## config.mk

```make
export PLATFORM = sky130hd
export DESIGN_NAME = relay_min_delay_lockout
export DESIGN_NICKNAME = d
export VERILOG_FILES = /design/src/rtl/core/rmdl_pkg.sv /design/src/rtl/core/rmdl_step.sv /design/src/rtl/core/relay_min_delay_lockout.sv
export SDC_FILE = /design/constraint.sdc
export NUM_CORES = 1
export LEC_CHECK = 0
export BUFFER_PORTS_ARGS = -buffer_cell sky130_fd_sc_hd__buf_2
export CORE_MARGIN = 3
export CORE_UTILIZATION = 54
export CTS_CLUSTER_SIZE = 12
export DETAILED_ROUTE_END_ITERATION = 7
export GPL_ROUTABILITY_DRIVEN = 0
export GPL_TIMING_DRIVEN = 0
export PLACE_DENSITY = 0.74
export SLEW_MARGIN = 20
export SYNTH_ARGS = -nofsm -noshare
export SYNTH_HDL_FRONTEND = slang
export SYNTH_HIERARCHICAL = 1
export SYNTH_SLANG_ARGS = --single-unit
```

## constraint.sdc

```tcl
create_clock -name clk_i -period 13.1 [get_ports clk_i]
set_clock_uncertainty 0.05 [all_clocks]
set_input_delay 1.31 -clock clk_i [delete_from_list [all_inputs] [get_ports clk_i]]
set_output_delay 1.31 -clock clk_i [all_outputs]
set_load 0.005 [all_outputs]
```

## src/rtl/core/rmdl_pkg.sv

```systemverilog
// Package for the relay minimum-delay lockout block.
// Holds the timing constants, register indexes, state and result types, and a saturating add.
// Depends on nothing; used by rmdl_step and relay_min_delay_lockout.
package rmdl_pkg;

  localparam int TicksPerSecond = 1000;
  localparam int MsW = (TicksPerSecond > 1) ? $clog2(TicksPerSecond) : 1;
  localparam logic [MsW-1:0] MsLast = MsW'(TicksPerSecond - 1);

  localparam int CfgIdxW = 1;
  localparam logic [CfgIdxW-1:0] CfgMinDelay = 1'b0;
  localparam logic [CfgIdxW-1:0] CfgInvert = 1'b1;

  localparam int OutDataW = 152;
  localparam int OutUsedW = 148;

  typedef struct packed {
    logic [15:0] min_hold_s;
    logic        invert_output;
  } rmdl_cfg_t;

  typedef struct packed {
    logic           relay_state;
    logic [MsW-1:0] ms_fraction;
    logic [31:0]    secs_since_change;
    logic [31:0]    heat_sum_s;
    logic [31:0]    switch_count;
    logic           error_flag;
  } rmdl_state_t;

  typedef struct packed {
    logic        relay_active;
    logic        pin_level;
    logic        change_refused;
    logic        error_pending;
    logic [15:0] lockout_left_s;
    logic [31:0] cycle_total;
    logic [31:0] heating_done_s;
    logic [31:0] heating_now_s;
    logic [31:0] heating_live_s;
  } rmdl_result_t;

  function automatic logic [31:0] sat_add32(input logic [31:0] a, input logic [31:0] b);
    logic [32:0] sum;
    sum = {1'b0, a} + {1'b0, b};
    return sum[32] ? 32'hFFFF_FFFF : sum[31:0];
  endfunction

endpackage

```

## src/rtl/core/rmdl_step.sv

```systemverilog
// Next-state and result logic for one item of the relay lockout controller.
// Purely combinational; uses rmdl_pkg for types, constants and the saturating add.
module rmdl_step (
  input  rmdl_pkg::rmdl_state_t  st_i,
  input  rmdl_pkg::rmdl_cfg_t    cfg_i,
  input  logic                   func_i,
  input  logic                   target_on_i,
  output rmdl_pkg::rmdl_state_t  st_o,
  output rmdl_pkg::rmdl_result_t res_o
);
  import rmdl_pkg::*;

  logic        refused;
  logic        allow;
  logic [31:0] min_ext;
  logic [31:0] now_s;

  assign min_ext = {16'd0, cfg_i.min_hold_s};
  assign allow   = st_i.secs_since_change >= min_ext;

  always_comb begin
    st_o    = st_i;
    refused = 1'b0;
    if (!func_i) begin
      if (st_i.ms_fraction == MsLast) begin
        st_o.ms_fraction = '0;
        if (st_i.secs_since_change != 32'hFFFF_FFFF) begin
          st_o.secs_since_change = st_i.secs_since_change + 32'd1;
        end
      end else begin
        st_o.ms_fraction = st_i.ms_fraction + MsW'(1);
      end
    end else if (target_on_i != st_i.relay_state) begin
      if (!allow) begin
        refused         = 1'b1;
        st_o.error_flag = 1'b1;
      end else begin
        st_o.error_flag = 1'b0;
        if (target_on_i) begin
          st_o.switch_count = st_i.switch_count + 32'd1;
        end else begin
          st_o.heat_sum_s = sat_add32(st_i.heat_sum_s, st_i.secs_since_change);
        end
        st_o.relay_state       = target_on_i;
        st_o.secs_since_change = '0;
        st_o.ms_fraction       = '0;
      end
    end
  end

  assign now_s = st_o.relay_state ? st_o.secs_since_change : 32'd0;

  always_comb begin
    res_o.relay_active   = st_o.relay_state;
    res_o.pin_level      = st_o.relay_state ^ cfg_i.invert_output;
    res_o.change_refused = refused;
    res_o.error_pending  = st_o.error_flag;
    res_o.lockout_left_s = (st_o.secs_since_change < min_ext)
                           ? (cfg_i.min_hold_s - st_o.secs_since_change[15:0]) : 16'd0;
    res_o.cycle_total    = st_o.switch_count;
    res_o.heating_done_s = st_o.heat_sum_s;
    res_o.heating_now_s  = now_s;
    res_o.heating_live_s = sat_add32(st_o.heat_sum_s, now_s);
  end

endmodule

```

## src/rtl/core/relay_min_delay_lockout.sv

```systemverilog
// Relay controller with anti-short-cycle lockout: one result per input transfer.
// A result is registered and appears on the master side in the cycle after its input transfer.
// Throughput: one transfer per cycle unless the master stalls; output refills as it drains.
// Reset (rst_ni, asynchronous, active low) clears relay state, counters, error flag and config.
// Depends on rmdl_pkg and rmdl_step.
module relay_min_delay_lockout (
  input  logic                            clk_i,
  input  logic                            rst_ni,
  input  logic                            cfg_we_i,
  input  logic [rmdl_pkg::CfgIdxW-1:0]    cfg_idx_i,
  input  logic [15:0]                     cfg_data_i,
  input  logic                            s_axis_tvalid_i,
  output logic                            s_axis_tready_o,
  input  logic [7:0]                      s_axis_tdata_i,  // [0] target_on, [7:1] zero
  input  logic                            s_axis_tuser_i,  // [0] func
  output logic                            m_axis_tvalid_o,
  input  logic                            m_axis_tready_i,
  // [0] relay_active, [1] pin_level, [2] change_refused, [3] error_pending,
  // [19:4] lockout_left_s, [51:20] cycle_total, [83:52] heating_done_s,
  // [115:84] heating_now_s, [147:116] heating_live_s, [151:148] zero
  output logic [rmdl_pkg::OutDataW-1:0]   m_axis_tdata_o
);
  import rmdl_pkg::*;

  rmdl_cfg_t    cfg_q;
  rmdl_state_t  st_q, st_d;
  rmdl_result_t res_d, res_q;
  logic         out_valid_q;
  logic         accept;

  assign s_axis_tready_o = !out_valid_q || m_axis_tready_i;
  assign accept          = s_axis_tvalid_i && s_axis_tready_o;

  rmdl_step u_step (
    .st_i        (st_q),
    .cfg_i       (cfg_q),
    .func_i      (s_axis_tuser_i),
    .target_on_i (s_axis_tdata_i[0]),
    .st_o        (st_d),
    .res_o       (res_d)
  );

  always_ff @(posedge clk_i or negedge rst_ni) begin
    if (!rst_ni) begin
      cfg_q <= '0;
    end else if (cfg_we_i) begin
      unique case (cfg_idx_i)
        CfgMinDelay: cfg_q.min_hold_s    <= cfg_data_i;
        CfgInvert:   cfg_q.invert_output <= cfg_data_i[0];
        default: ;
      endcase
    end
  end

  always_ff @(posedge clk_i or negedge rst_ni) begin
    if (!rst_ni) begin
      st_q        <= '0;
      out_valid_q <= 1'b0;
    end else begin
      if (accept) begin
        st_q <= st_d;
      end
      if (accept) begin
        out_valid_q <= 1'b1;
      end else if (m_axis_tready_i) begin
        out_valid_q <= 1'b0;
      end
    end
  end

  always_ff @(posedge clk_i) begin
    if (accept) begin
      res_q <= res_d;
    end
  end

  assign m_axis_tvalid_o = out_valid_q;
  assign m_axis_tdata_o  = {(OutDataW - OutUsedW)'(0),
                            res_q.heating_live_s, res_q.heating_now_s,
                            res_q.heating_done_s, res_q.cycle_total,
                            res_q.lockout_left_s, res_q.error_pending,
                            res_q.change_refused, res_q.pin_level, res_q.relay_active};

`ifndef SYNTH
  a_relay_holds_when_idle: assert property (@(posedge clk_i) disable iff (!rst_ni)
    !accept |=> $stable(st_q.relay_state))
    else $error("relay state changed without an input transfer");

  a_refusal_sets_error: assert property (@(posedge clk_i) disable iff (!rst_ni)
    accept && res_d.change_refused |=> st_q.error_flag)
    else $error("refused request did not set the error flag");

  a_change_restarts_count: assert property (@(posedge clk_i) disable iff (!rst_ni)
    accept && (st_d.relay_state != st_q.relay_state) |=>
    st_q.secs_since_change == 32'd0 && st_q.ms_fraction == '0)
    else $error("relay change did not restart the seconds count");

  a_off_no_heating_now: assert property (@(posedge clk_i) disable iff (!rst_ni)
    out_valid_q && !res_q.relay_active |-> res_q.heating_now_s == 32'd0)
    else $error("heating time reported while relay is off");

  a_live_not_below_done: assert property (@(posedge clk_i) disable iff (!rst_ni)
    out_valid_q |-> res_q.heating_live_s >= res_q.heating_done_s)
    else $error("live heating total below completed total");
`endif

endmodule
```

## After elaboration in Yosys (flattened, before gate mapping)

Index checks and enable logic that the tools add are counted.

- Register bits after elaboration: 274
- Bits of input ports: 31
- Output and inout bits: 154
- Logic and storage cells: 56

- Reductions and logical operators: 8
- Bitwise logic cells: 2
- Add/subtract/negate cells: 6
- Muxes and demuxes: 15
- Equality and inequality tests: 5
- Magnitude comparators: 2

Operator list:

| cell | count |
|---|---|
| 32-bit two-way mux | 6 |
| 108-bit two-way mux | 1 |
| 107-bit two-way mux | 1 |
| 32-bit by 32-bit adder with 33-bit output | 2 |
| 65-bit two-way mux | 1 |
| 32-bit by 1-bit adder with 32-bit output (second input constant) | 2 |
| 42-bit two-way mux | 1 |
| 32-bit by 16-bit greater-or-equal comparator with 1-bit output | 1 |
| 32-bit by 16-bit less-than comparator with 1-bit output | 1 |
| 32-bit inequality test (second input constant) | 1 |
| 16-bit subtractor | 1 |
| 10-bit by 1-bit adder with 10-bit output (second input constant) | 1 |
| 10-bit equality test (second input constant) | 1 |
| 10-bit two-way mux | 1 |
| 2-bit AND reduction | 3 |
| 1-bit two-way mux | 4 |
| 2-bit by 1-bit inequality test with 1-bit output (second input constant) | 2 |
| 3-bit AND reduction | 1 |
| 2-bit nonzero test | 1 |
| 1-bit logical AND | 1 |
| 1-bit logical NOT | 1 |
| 1-bit logical OR | 1 |
| 1-bit inequality test | 1 |
| 1-bit NOT | 1 |
| 1-bit XOR | 1 |

## Depth between registers and ports, before layout

- Depth in word-level cells: 8
- Depth in mapped cells: 24
- Mapped depth without buffers: 21

## Cells and area by module

Netlist, hierarchy kept.

Modules (own cells, without submodules):

| module | cells an instance | instances | area an instance (um2) |
|---|---|---|---|
| relay_min_delay_lockout | 423 | 1 | 9200.1 |
| rmdl_step | 1160 | 1 | 7942.6 |

## Least setup slack after synthesis

Ideal clock, no wire load.

- Kind: input to register
- Start: input port s_axis_tdata_i[0]
- End: register res_q, in the netlist m_axis_tdata_o[138] (data pin)
- Stages: 20
- Arrival time: 5.452 ns
- Path buffers: 3
- Setup slack: 7.323 ns
- Data required time: 12.775 ns
- Setup time: 0.275 ns
- Path through: nor2b_1 > o21ai_0 > o21bai_1 > clkbuf_1 > buf_1 > nand3_1 > o21ai_0 > inv_1 > nor2_1 > ha_1 > a2111oi_0 > o21ai_0 > and4_1 > o211ai_1 > a21oi_1 > o211ai_1 > nand2_1 > a21oi_1 > clkbuf_1 > o32ai_1

RTL lines:

| item | RTL line | text |
|---|---|---|
| start: declaration | relay_min_delay_lockout.sv:14 | `input logic [7:0] s_axis_tdata_i,` |
| end signal: assignment | relay_min_delay_lockout.sv:73 | `res_q <= res_d;` |
| end: declaration | relay_min_delay_lockout.sv:27 | `rmdl_result_t res_d, res_q;` |

==> impl_summary.md <==
Status
The run finished with clean final reports.

Synthesis
In this run the mean area of a mapped cell was 10.8 um^2. After synthesis, the most frequently instantiated cells are 148 x sky130_fd_sc_hd__edfxtp_1, 126 x sky130_fd_sc_hd__dfrtp_1, 120 x sky130_fd_sc_hd__mux2_2. The Yosys step of the flow raised 6 warnings.

The count of flip-flops with a built-in enable after synthesis is 148. Counting distinct cell types in the post-synthesis netlist gives 83. In the synthesized netlist the async set-or-reset flop fraction comes to 0.460.

In this run, synthesis produced a sequential element count of 274. The synthesized design spends more area on one cell type than any other, namely sky130_fd_sc_hd__edfxtp_1. The number of instances in the synthesized netlist is 1583.

The adder-cell share of the synthesized area is 0.0867. sky130_fd_sc_hd__edfxtp_1 is the most common cell in the netlist. The dominant combinational cell family by area after synthesis is simple AND/OR/NAND/NOR gates. Of the total synthesized cell area, the portion taken by AND, OR, NAND and NOR gates is 0.137. The register area share after synthesis is 0.443. The share of cell area taken by muxes after synthesis is 0.0920. Yosys attributes the largest share of cell area to sky130_fd_sc_hd__edfxtp_1 26%, sky130_fd_sc_hd__dfrtp_1 18%, sky130_fd_sc_hd__ha_1 8.3%. Of the total synthesized cell area, the portion taken by XOR and XNOR cells is 0.0460. For this run, the leading register cell type out of synthesis is sky130_fd_sc_hd__edfxtp_1.

The share of synthesized area in the top cell type comes to 0.259. The share of the synthesized area in compound gates (AO/OA/AOI/OAI) is 0.136. The combined area of all synthesized cells is 17100 um^2.

Timing
The number of failing setup endpoints in the final timing report is 0. The tightest slew margin relative to the limit is 0.271. Setup repair after global routing left no endpoint under its margin. The fraction of the cycle the final worst path needs is 0.623. The final hold violation count is 0. Based on the critical path, the design can be clocked at up to 123 MHz. The final critical delay including setup and external delays is 8160 ps. The total negative slack is 0 ps. The number of pins with negative max-slew slack in the final report is 0. The slew at the pin with the worst max-slew slack is 1090 ps.

Setup path
Data on the critical path is required at its endpoint by 13330 ps. On the critical path the largest part of the delay comes from compound AO/OA/AOI/OAI gates. The cell seen most often among critical-path stages is sky130_fd_sc_hd__clkbuf_1. The startpoint-to-endpoint class of the critical path is reg2reg.

Traced cell by cell, the critical path runs through inv_1, ha_1, nand2b_1, a2111oi_0, o31a_1, a211oi_1, nor2_1, nor2b_1, and2_1, clkbuf_1, clkbuf_1, o22a_1, ha_1, a2111oi_0, o21ai_0, and4_1, o211ai_1, a21oi_1, o211ai_1, nand2_1, a21oi_1, clkbuf_1, o32ai_1. STA puts the critical path data arrival time at 8390 ps. STA classifies the critical path startpoint as a flop. The endpoint kind of the worst setup timing path is a flop. The largest single stage delay on the critical path is 910 ps. The top fanout value on the critical path is 10.

The slowest stage of the critical path belongs to the cell sky130_fd_sc_hd__a211oi_1. The critical path contains buffers and inverters numbering 4 combined.

Drt
The sum of routed wire length over all layers is 41800 um. The violation count after the first detailed-route iteration is 1192. The via-per-instance ratio is 5.97.

The pre-antenna-repair detailed-routing pass consisted of 7 iterations. The total vias in the final route is 13200. The count of nets left with antenna violations once routing finished came out at 0. After detailed routing, the number of remaining DRC violations is 0.

Dividing the detail-routed wire length by the instance count gives 18.9 um.

Clock tree
The library cell used as clock root buffer is sky130_fd_sc_hd__clkbuf_16. The number of buffers inserted by hold repair at cts is 0. The number of buffers created by CTS is 30. The later pin in the worst-skew pair is clocked with a latency of 560 ps. The buffer depth of the longest clock path is 3. The clock slew seen by the registers of the worst setup and hold paths is 60 ps.

TritonCTS built the clock tree. After clock tree synthesis, the setup repair step added 0 buffers. CTS built an H-tree with a depth of 1. For this design, the sink count on the clock tree is 274. After clock tree synthesis, the repair step resized 0 gates.

Cells and area
The fraction of layout cells with a size suffix above 1 is 0.257. The post-layout net count is 1941. The multi-input logic area is 8550 um^2.

The count of non-filler cells in the finished layout is 2213. The count of inserted antenna diode cells is 0. Relative to the synthesized area, the layout overhead comes to 14.6%. The total of fill cells in the finished design is 2463. The sequential cells in the finished layout cover a total of 7600 um^2.

Die
During I/O placement, the number of pins put on the boundary was 185. The floorplan step set the die width to 184 um. The region available for standard cell placement spans 30900 um^2.

The area of the die is 33900 um^2. Row generation in the floorplan step produced 64 rows. The die span in y is 184 um.

For this configuration, the core starts out at a cell density of 0.555.

Job
The tool flagged a number of max-cap violations equal to 0.

Place
After detailed placement, the design holds a cell count of 2156. Port buffering added 173 buffers. Summed over all nets, the half-perimeter wirelength after detailed placement is 30600 um.

Global routing
The combined global-route utilization of all metal layers is 0.242. Entering global routing, the biggest net connects 158 pins. The first-pass GRT wire length is 66300 um. The layer flagged by global routing as most heavily used is met2. The number of antenna violations at the first check in global routing came to 1. The number of global-route vias before repair came to 12900.

The met1 track utilization from global routing is 0.339. The global-route met2 utilization is 0.389. The met3 track utilization from global routing is 0.0383. The leftover overflow at the end of global routing is 0.

Hold path
The worst min-delay path category is reg2reg.

Pwr
The net switching component of the power is 0.962 mW. The share of total power dissipated in the clock network is 0.293. VDD sags by at most 0.108 mV.

In this run the static leakage power is 9.01 nW. The part of the total power dissipated in sequential elements is 0.384. The switching power as a share of total power is 0.312. Cell internal power was estimated by the tool at 2.12 mW. Of the total power, combinational logic draws 0.323. The power density of the placed cells is 157 nW/um^2.
power by group through the flow:
| stage | clock network [mW] | registers (mW) | logic, mW |
|---|---|---|---|
| 2_1_floorplan | 0 | 1.19 | 0.708 |
| 3_3_place_gp | 0 | 1.20 | 0.945 |
| 3_5_place_dp | 0 | 1.20 | 0.976 |
| 4_1_cts | 0.915 | 1.18 | 0.986 |
| 5_1_grt | 0.955 | 1.20 | 1.09 |
| 6_report | 0.902 | 1.18 | 0.995 |
layer usage:
metal / vias to the layer above / wire length, um
met4: 2 / 1340
met3: 100 / 3220
met5: - / 13
met1: 6333 / 18500
li1: 6212 / -
met2: 561 / 18700
worst paths after layout:
check | to | slack [ps] | depth (start not counted) | from
worst max register to register | m_axis_tdata_o[146] | 4940 | 23 | st_q[65]
min in group asynchronous | cfg_q[8] | 630 | 1 | rst_ni
worst min register to register | st_q[0] | 460 | 1 | st_q[0]
worst min-delay path | st_q[0] | 460 | 1 | st_q[0]
worst max-delay path | m_axis_tdata_o[146] | 4940 | 23 | st_q[65]
max in group asynchronous | st_q[16] | 11620 | 2 | rst_ni
cell usage in the layout (no fill, tap or decap), types with 32 or more instances in the layout:
master	n
sky130_fd_sc_hd__buf_4	73
sky130_fd_sc_hd__ha_1	114
sky130_fd_sc_hd__xor2_1	32
sky130_fd_sc_hd__nand2_1	88
sky130_fd_sc_hd__mux2_2	120
sky130_fd_sc_hd__buf_2	187
sky130_fd_sc_hd__a21o_1	33
sky130_fd_sc_hd__dfrtp_1	126
sky130_fd_sc_hd__nor2_1	80
sky130_fd_sc_hd__a21oi_1	66
sky130_fd_sc_hd__o21ai_0	77
sky130_fd_sc_hd__edfxtp_1	148
sky130_fd_sc_hd__xnor2_1	58
sky130_fd_sc_hd__clkbuf_1	39
sky130_fd_sc_hd__inv_1	59
sky130_fd_sc_hd__nand3_1	55
flip-flops by register name, indices dropped and copies added, names as in the netlist:
signal           count
m_axis_tdata_o     148
st_q               108
m_axis_tvalid_o      1
cfg_q               17
cells by family after synthesis:
logic type      Yosys count
simple gates            433
mux                     138
other cells               1
compound gates          348
buf+inv                 182
xor+xnor                 90
flops                   274
fa+ha+maj               117
per-stage QoR:
step | util | area [um^2] | setup WS (ps) | hold WS (ps) | power, mW
finish | 0.635 | 19600 | 4940 | 461 | 3.08
global placement | 0.599 | 18500 | 5210 | 439 | 2.14
detailed placement | 0.600 | 18600 | 5040 | 454 | 2.17
floorplan | - | 17200 | 7320 | 431 | 1.89
CTS | 0.635 | 19600 | 5060 | 468 | 3.09
global route | 0.635 | 19600 | 4540 | 486 | 3.25
layout make-up:
class | count | share of cell area
Inverter | 59 | 0.0113
Multi-Input combinational cell | 1130 | 0.435
Buffer | 123 | 0.0401
Sequential cell | 274 | 0.387
Timing Repair Buffer | 175 | 0.0474
Clock buffer | 47 | 0.0451
Clock inverter | 9 | 0.00866
Tap cell | 396 | 0.0252
(Power assumes the default switching activity.)
